===== src/mvtk_pkg.sv =====
// Shared types and constants for the moment vector top-k match block.
// Used by mvtk_ctrl, mvtk_dp and moment_vector_topk_match_top.
package mvtk_pkg;

	localparam logic [2:0] OP_QMOM   = 3'd0;
	localparam logic [2:0] OP_QMASS  = 3'd1;
	localparam logic [2:0] OP_HEADER = 3'd2;
	localparam logic [2:0] OP_EMOM   = 3'd3;
	localparam logic [2:0] OP_FINISH = 3'd4;

	localparam logic [1:0] REG_TOP_COUNT    = 2'd0;
	localparam logic [1:0] REG_MASS_WEIGHT  = 2'd1;
	localparam logic [1:0] REG_MASS_DIVISOR = 2'd2;

	localparam int SQRT_STEPS = 32;
	localparam int DIV_STEPS  = 41;

	typedef enum logic [10:0] {
		ST_IDLE   = 11'b00000000001,
		ST_MOM    = 11'b00000000010,
		ST_ACC    = 11'b00000000100,
		ST_DIV    = 11'b00000001000,
		ST_MSQ    = 11'b00000010000,
		ST_MWT    = 11'b00000100000,
		ST_SQRT   = 11'b00001000000,
		ST_INS    = 11'b00010000000,
		ST_EMIT   = 11'b00100000000,
		ST_HOLD   = 11'b01000000000,
		ST_SUM    = 11'b10000000000
	} state_t;

	typedef struct packed {
		logic load_item;
		logic load_mass;
		logic load_header;
		logic mom_read;
		logic mom_acc;
		logic div_start;
		logic div_step;
		logic msq;
		logic mwt;
		logic sqrt_start;
		logic sqrt_step;
		logic insert;
		logic emit;
		logic finish_clear;
	} cmd_t;

	typedef struct packed {
		logic [2:0] op;
		logic       entry_end;
		logic       div_done;
		logic       sqrt_done;
		logic       emit_done;
	} status_t;

endpackage


===== src/mvtk_ctrl.sv =====
// Controller state machine for the moment vector top-k match block.
// Depends on mvtk_pkg; drives mvtk_dp through cmd_t and reads status_t.
module mvtk_ctrl (
	input  logic                clk,
	input  logic                arst_n,
	input  logic                start,
	output logic                busy,
	input  mvtk_pkg::status_t   status,
	output mvtk_pkg::cmd_t      cmd
);

	mvtk_pkg::state_t state_q, state_d;

	always_comb begin
		state_d = state_q;
		cmd = '0;
		unique case (state_q)
			mvtk_pkg::ST_IDLE: begin
				if (start) begin
					cmd.load_item = 1'b1;
					state_d = mvtk_pkg::ST_HOLD;
				end
			end
			mvtk_pkg::ST_HOLD: begin
				priority if (status.op == mvtk_pkg::OP_EMOM) begin
					cmd.mom_read = 1'b1;
					state_d = mvtk_pkg::ST_MOM;
				end else if (status.op == mvtk_pkg::OP_FINISH) begin
					state_d = mvtk_pkg::ST_EMIT;
				end else begin
					cmd.load_mass = (status.op == mvtk_pkg::OP_QMASS);
					cmd.load_header = (status.op == mvtk_pkg::OP_HEADER);
					state_d = mvtk_pkg::ST_IDLE;
				end
			end
			mvtk_pkg::ST_MOM: begin
				cmd.mom_acc = 1'b1;
				state_d = mvtk_pkg::ST_ACC;
			end
			mvtk_pkg::ST_ACC: begin
				if (status.entry_end) begin
					cmd.div_start = 1'b1;
					state_d = mvtk_pkg::ST_DIV;
				end else begin
					state_d = mvtk_pkg::ST_IDLE;
				end
			end
			mvtk_pkg::ST_DIV: begin
				cmd.div_step = 1'b1;
				if (status.div_done) state_d = mvtk_pkg::ST_MSQ;
			end
			mvtk_pkg::ST_MSQ: begin
				cmd.msq = 1'b1;
				state_d = mvtk_pkg::ST_MWT;
			end
			mvtk_pkg::ST_MWT: begin
				cmd.mwt = 1'b1;
				state_d = mvtk_pkg::ST_SUM;
			end
			mvtk_pkg::ST_SUM: begin
				cmd.sqrt_start = 1'b1;
				state_d = mvtk_pkg::ST_SQRT;
			end
			mvtk_pkg::ST_SQRT: begin
				cmd.sqrt_step = 1'b1;
				if (status.sqrt_done) state_d = mvtk_pkg::ST_INS;
			end
			mvtk_pkg::ST_INS: begin
				cmd.insert = 1'b1;
				state_d = mvtk_pkg::ST_IDLE;
			end
			mvtk_pkg::ST_EMIT: begin
				cmd.emit = 1'b1;
				if (status.emit_done) begin
					cmd.finish_clear = 1'b1;
					state_d = mvtk_pkg::ST_IDLE;
				end
			end
			default: state_d = mvtk_pkg::ST_IDLE;
		endcase
	end

	always_ff @(posedge clk or negedge arst_n) begin
		if (!arst_n) state_q <= mvtk_pkg::ST_IDLE;
		else state_q <= state_d;
	end

	assign busy = (state_q != mvtk_pkg::ST_IDLE);

	a_onehot: assert property (@(posedge clk) disable iff (!arst_n) $onehot(state_q))
		else $error("state not one-hot");
	a_load_idle: assert property (@(posedge clk) disable iff (!arst_n)
		cmd.load_item |-> state_q == mvtk_pkg::ST_IDLE)
		else $error("item loaded while busy");
	a_busy_after_start: assert property (@(posedge clk) disable iff (!arst_n)
		cmd.load_item |=> busy)
		else $error("not busy after accept");

endmodule


===== config.mk =====
export PLATFORM = sky130hd
export DESIGN_NAME = mvtk_ctrl
export DESIGN_NICKNAME = d
export VERILOG_FILES = /design/src/mvtk_pkg.sv /design/src/mvtk_ctrl.sv
export SDC_FILE = /design/constraint.sdc
export NUM_CORES = 1
export LEC_CHECK = 0
export BUFFER_PORTS_ARGS = -buffer_cell sky130_fd_sc_hd__buf_4
export CORE_MARGIN = 3
export CORE_UTILIZATION = 50
export CTS_BUF_LIST = sky130_fd_sc_hd__clkbuf_4
export DETAILED_ROUTE_END_ITERATION = 8
export PLACE_DENSITY = 0.77
export SYNTH_ARGS = -nofsm -noshare
export SYNTH_HDL_FRONTEND = slang
export SYNTH_SLANG_ARGS = --single-unit

===== constraint.sdc =====
create_clock -name clk -period 2.3 [get_ports clk]
set_input_delay 0.115 -clock clk [delete_from_list [all_inputs] [get_ports clk]]
set_output_delay 0.115 -clock clk [all_outputs]
set_load 0.01 [all_outputs]

==> reports/summary.txt, run 1 <==
count of final setup violators = 0
leading cell type by number of instances after synthesis = sky130_fd_sc_hd__nor2_1
run status = finished, final reports clean
drt drc = 0
switching power total = 0.249 mW
final estimated routing congestion in global placement = 0.860
met1 WL = 936 um
count of mapped cells out of synthesis = 86
total placed instance area = 975 um^2
timing-limited maximum frequency = 442 MHz
routed wl met2 = 807 um
Tightest Pin Transition = 377 ps
latest clock arrival within the worst-skew pair = 280 ps
Combinational Power Share = 42.6%
Root Buffer Master = sky130_fd_sc_hd__clkbuf_4
Top-Level Pins = 25
shortest clock period the worst path allows after layout = 2260 ps
via count of the first global-routing pass = 695
sum of met3 wire segment lengths after detailed routing = 135 um
row count = 13
Core Box Area = 0.00138 mm^2
arrival time worst endpoint = 2150 ps
DRT antenna net count = 0
antenna violations before repair = 0
number of buffers between clock root and the deepest sink = 2
Remaining Overflow, GRT = 0
main flop type after synthesis = sky130_fd_sc_hd__dfrtp_1
Placed Cells incl. Taps = 125
largest area contributor in the netlist = sky130_fd_sc_hd__dfrtp_1
CP endpoint kind = output pin
register with the most flip-flops = state_q
number of buffers added by the clock tree synthesis step = 3
IO Port Bufs = 24
Syn Area/Cell = 9.02 um^2
clock slew at reported path FFs = 70 ps
Max Clock Skew = 5.81 ps
Tot GR Track Use = 21.3%
top sig layer = met4
maximum ir drop on the vdd rail = 0.469 mV
number of instances on the worst hold path = 2
number of nets at the end of the flow = 127
drt total wl = 1900 um
proportion of power drawn by the clock network = 21.9%
total count of hold-check failures in the final report = 0
horizontal die dimension = 45.4 um
flip-flop count of the largest register after layout = 11
final antenna diode count = 0
Critical R2R Launch = state_q[4]
async set or reset register ratio after synthesis = 100%
path category of the worst min-delay check = primary input to flop
first drt pass iteration count = 4
Worst Min Path Start = status[2]
destination of the worst register-to-register timing path = state_q[0]
Via density = 5.80
final core occ = 74.8%
required time of the critical path = 2180 ps
vias = 760
critical path class = flop to output pin
initial cell density of the core = 56.1%
number of synthesized register bits = 11
switching power as a share of total power = 35.8%
top cells by area, synth = sky130_fd_sc_hd__dfrtp_1 32%, sky130_fd_sc_hd__nor2_1 5.3%, sky130_fd_sc_hd__nor4_1 4.8%, sky130_fd_sc_hd__nor4bb_1 3.9%, sky130_fd_sc_hd__dfstp_2 3.4%
Maximum Capacitance Violations = 0
Max transition margin = 74.6%
portion of synthesized cell area occupied by the leading cell type = 32.3%
drt first-iter violations = 16
post-synthesis cell area = 776 um^2
count of unique library cells instantiated by Yosys = 35
share of power burned in registers = 35.5%
area delta synth->final = 33.2%
setup repair after global routing missed its margin = true
die span in y = 45.4 um
synth warn = 0
share of the yosys chip area belonging to registers = 35.6%
area of the die = 0.00206 mm^2
reported leakage power = 0.516 nW
WHS = 19.1 ps
logic depth of the worst register-to-register path = 6
pin count of the biggest net entering global routing = 12
final non-filler cell total = 131
DPL Wire Length = 1410 um
count of flip-flops with a built-in enable after synthesis = 0
top cell types by occurrence after synthesis = 11 x sky130_fd_sc_hd__nor2_1, 10 x sky130_fd_sc_hd__dfrtp_1, 6 x sky130_fd_sc_hd__nor4_1, 5 x sky130_fd_sc_hd__inv_1, 5 x sky130_fd_sc_hd__o21ai_0
TNS Setup = 0 ps
largest registers ranked by flip-flop count = state_q (11)
detailed-route wire length per cell = 14.5 um
total number of clock tree sinks = 11
final worst-path cycle share = 98.5%
TritonCTS clock tree = built
final instance area = 0.00103 mm^2
WHS Endpoint = state_q[3]
level count of the clock H-tree = 1
Final Slew Violations = 0
global-route wire length before repair = 3110 um
maximum fanout count along the critical path = 9
register-to-register setup slack = 220 ps
share of layout cells above drive strength 1 = 41.4%
power per unit of standard cell area = 672 mW/mm^2
Internal Pwr Total = 0.446 mW
net count after synthesis = 96
startpoint type of the worst setup path = flop
[power by group through the flow]
stage          Combinational, mW  Clock [mW]  Sequential (mW)
5_1_grt                    0.320       0.163            0.251
4_1_cts                    0.281       0.152            0.244
3_3_place_gp               0.265           0            0.247
2_1_floorplan              0.180           0            0.242
6_report                   0.296       0.152            0.246
3_5_place_dp               0.270           0            0.248
[stage by stage]
step	power [mW]	worst slack (ps)
2_1_floorplan	0.422	212
3_3_place_gp	0.512	256
3_5_place_dp	0.518	213
4_1_cts	0.677	5.63
5_1_grt	0.734	-82.1
6_report	0.695	35.4
[cells in the final DEF (no fill, tap or decap), drive strengths merged, types with 2 or more instances in the layout]
cell / synthesis / layout
xor2: 2 / 2
inv: 5 / 5
o21bai: 2 / 2
nor2: 12 / 12
nand2: 3 / 3
o21ai: 5 / 5
and4bb: 2 / 2
or4: 4 / 4
or3: 2 / 2
or2: 2 / 2
dfrtp: 10 / 10
or4b: 2 / 2
nor3: 4 / 4
nand2b: 3 / 3
clkbuf: 1 / 4
or3b: 2 / 2
buf: 4 / 30
o211ai: 2 / 2
nor4bb: 3 / 3
nor4: 7 / 7
[kinds of logic after synthesis]
family	count (synthesis)	synth area share, %
and+or+nand+nor	53	46.6
DFF	11	35.6
AOI/OAI and AO/OA	10	8.22
buffers and inverters	10	7.26
xor gates and xnor gates	2	2.26
[routing by layer]
metal / vias up / GRT usage [%]
met5: - / 0
met4: 0 / 9.36
met3: 3 / 9.09
met2: 31 / 28.4
met1: 348 / 29.5
li1: 378 / -
[worst max path at each step]
stage / start / to / slack (ps) / cells past startpoint
after floorplan: state_q[4] / cmd[10] / 210 / 7
after global placement: state_q[5] / cmd[11] / 260 / 6
after detailed placement: state_q[5] / cmd[11] / 210 / 6
after CTS: state_q[4] / cmd[11] / 6 / 6
after global routing: state_q[4] / cmd[11] / -80 / 6
final: state_q[4] / cmd[13] / 40 / 5
[timing repair]
action                                 in CTS  in global routing
pin swaps                                   1                  2
endpoints found under the hold margin      11                  0
cloned                                      0                  0
hold buffers                                1                  0
resized for setup                           2                  1
setup endpoints to repair                   3                  4
setup buffers                               1                  0
[critical path, stage by stage, from the launching register on]
cell and delay (ps):
sky130_fd_sc_hd__dfrtp_1 380, sky130_fd_sc_hd__or4_4 560, sky130_fd_sc_hd__buf_4 190, sky130_fd_sc_hd__or4_4 510, sky130_fd_sc_hd__nor2_1 100, sky130_fd_sc_hd__buf_4 120
[cell type report]
cell class / count / area, um^2
well taps: 15 / 18.8
flip-flops and latches: 11 / 277
multi-input cells: 65 / 454
fillers: 115 / 349
inverters: 5 / 18.8
clock buffers: 4 / 30.0
repair buffers: 31 / 235
Power figures use the tool's default switching activity.
==> inputs of run 2 (changes only) <==
==> config.mk (replaced) <==
export PLATFORM = sky130hd
export DESIGN_NAME = mvtk_ctrl
export DESIGN_NICKNAME = d
export VERILOG_FILES = /design/src/mvtk_pkg.sv /design/src/mvtk_ctrl.sv
export SDC_FILE = /design/constraint.sdc
export NUM_CORES = 1
export LEC_CHECK = 0
export CORE_MARGIN = 3
export CORE_UTILIZATION = 59
export CTS_BUF_LIST = sky130_fd_sc_hd__clkbuf_4
export DETAILED_ROUTE_END_ITERATION = 8
export DONT_BUFFER_PORTS = 1
export PLACE_DENSITY_LB_ADDON = 0.12
export SYNTH_ARGS = -nofsm -noshare
export SYNTH_HDL_FRONTEND = slang
export SYNTH_SLANG_ARGS = --single-unit
==> reports/summary.txt, run 2 (synthesis gave the netlist of run 1 again) <==
setup repair after global routing missed its margin = false
via count of the first global-routing pass = 759
total count of hold-check failures in the final report = 0
register-to-register setup slack = 140 ps
Max transition margin = 65.7%
Tot Pwr = 0.690 mW
Via density = 6.85
number of buffers added by the clock tree synthesis step = 3
total number of clock tree sinks = 11
Max Clock Skew = 4.44 ps
Combinational Power Share = 42.3%
horizontal die dimension = 42.3 um
TNS Setup = 0 ps
critical path class = flop to output pin
commonest cells after routing, fill and taps aside = 12 x sky130_fd_sc_hd__buf_4, 10 x sky130_fd_sc_hd__dfrtp_1, 8 x sky130_fd_sc_hd__nor2_1, 6 x sky130_fd_sc_hd__nor4_1
Tightest Pin Transition = 510 ps
number of nets at the end of the flow = 112
top sig layer = met4
total placed instance area = 816 um^2
latest clock arrival within the worst-skew pair = 270 ps
vias = 788
final antenna diode count = 0
Final Slew Violations = 0
timing-limited maximum frequency = 445 MHz
clock slew at reported path FFs = 70 ps
path category of the worst min-delay check = primary input to flop
final estimated routing congestion in global placement = 0.854
reported leakage power = 0.439 nW
largest registers ranked by flip-flop count = state_q (11)
Root Buffer Master = sky130_fd_sc_hd__clkbuf_4
Core Box Area = 0.00117 mm^2
area of the die = 0.00179 mm^2
sum of met3 wire segment lengths after detailed routing = 219 um
destination of the worst register-to-register timing path = state_q[0]
drt drc = 0
Top-Level Pins = 25
commonest non-fill, non-tap cell in the layout = sky130_fd_sc_hd__buf_4
proportion of power drawn by the clock network = 21.6%
switching power total = 0.258 mW
met1 WL = 895 um
drt first-iter violations = 35
level count of the clock H-tree = 1
switching power as a share of total power = 37.4%
initial cell density of the core = 66.2%
share of power burned in registers = 36.1%
global-route wire length before repair = 3560 um
IO Port Bufs = 0
final instance area = 950 um^2
logic depth of the worst register-to-register path = 6
register with the most flip-flops = state_q
share of layout cells above drive strength 1 = 33.7%
Remaining Overflow, GRT = 0
die span in y = 42.3 um
DPL Wire Length = 1440 um
number of buffers between clock root and the deepest sink = 2
detailed-route wire length per cell = 19.1 um
final worst-path cycle share = 97.6%
worst setup path endpoint = cmd[13]
routed wl met2 = 1020 um
number of instances on the worst hold path = 3
Internal Pwr Total = 0.432 mW
maximum ir drop on the vdd rail = 0.625 mV
drt total wl = 2190 um
crit path launch = state_q[7]
CP endpoint kind = output pin
area delta synth->final = 22.4%
antenna violations before repair = 0
power per unit of standard cell area = 726 mW/mm^2
maximum fanout count along the critical path = 4
count of final setup violators = 0
run status = finished, final reports clean
first drt pass iteration count = 4
Tot GR Track Use = 26.4%
TritonCTS clock tree = built
flip-flop count of the largest register after layout = 11
pin count of the biggest net entering global routing = 12
required time of the critical path = 2180 ps
DRT antenna net count = 0
Maximum Capacitance Violations = 0
row count = 12
shortest clock period the worst path allows after layout = 2250 ps
startpoint type of the worst setup path = flop
Critical R2R Launch = state_q[7]
arrival time worst endpoint = 2130 ps
## run 2: metal layers
metal	global-route usage (%)	vias to the layer above
li1	-	347
met1	36.3	379
met2	39.5	56
met3	4.72	6
met4	12.4	0
met5	0	-
## run 2: repair_timing
action | CTS | global route
setup endpoints to repair | 4 | 7
pin swaps | 4 | 1
buffers inserted | 3 | 1
hold buffers | 4 | 0
resized for setup | 7 | 2
endpoints found under the hold margin | 14 | 0
## run 2: cell type report
cell class | count | area (um^2)
clock buffers | 4 | 30.0
fillers | 74 | 221
inverters | 5 | 18.8
multi-input cells | 65 | 477
flip-flops and latches | 11 | 277
well taps | 14 | 17.5
repair buffers | 16 | 130
## run 2: through the flow
stage | util [%] | setup WS, ps | hold WS [ps] | std cells
final | 81.1 | 54.5 | 36.6 | 115
after global routing | 81.1 | 5.04 | 52.1 | 115
after CTS | 79.7 | 19.2 | 29.1 | 114
after detailed placement | 69.7 | 203 | -180 | 103
after global placement | 69.7 | 276 | -180 | 103
after floorplan | - | 212 | -181 | 86
## run 2: power by group through the flow
stage	Clock, mW	Sequential (mW)	Combinational [mW]
finish	0.149	0.249	0.292
global route	0.161	0.253	0.310
CTS	0.153	0.245	0.268
detailed placement	0	0.250	0.229
global placement	0	0.248	0.220
floorplan	0	0.242	0.180
## run 2: worst min-delay path by stage
| stage | end | startpoint |
|---|---|---|
| floorplan | state_q[10] | arst_n |
| global placement | state_q[2] | arst_n |
| detailed placement | state_q[2] | arst_n |
| CTS | state_q[8] | status[5] |
| global route | state_q[0] | status[3] |
| finish | state_q[8] | status[5] |
## run 2: worst max-delay path, stage by stage, from the launching register on
cell and delay [ps]:
sky130_fd_sc_hd__dfrtp_1 420, sky130_fd_sc_hd__or4_4 590, sky130_fd_sc_hd__buf_4 170, sky130_fd_sc_hd__or4_4 530
sky130_fd_sc_hd__nor2_2 160
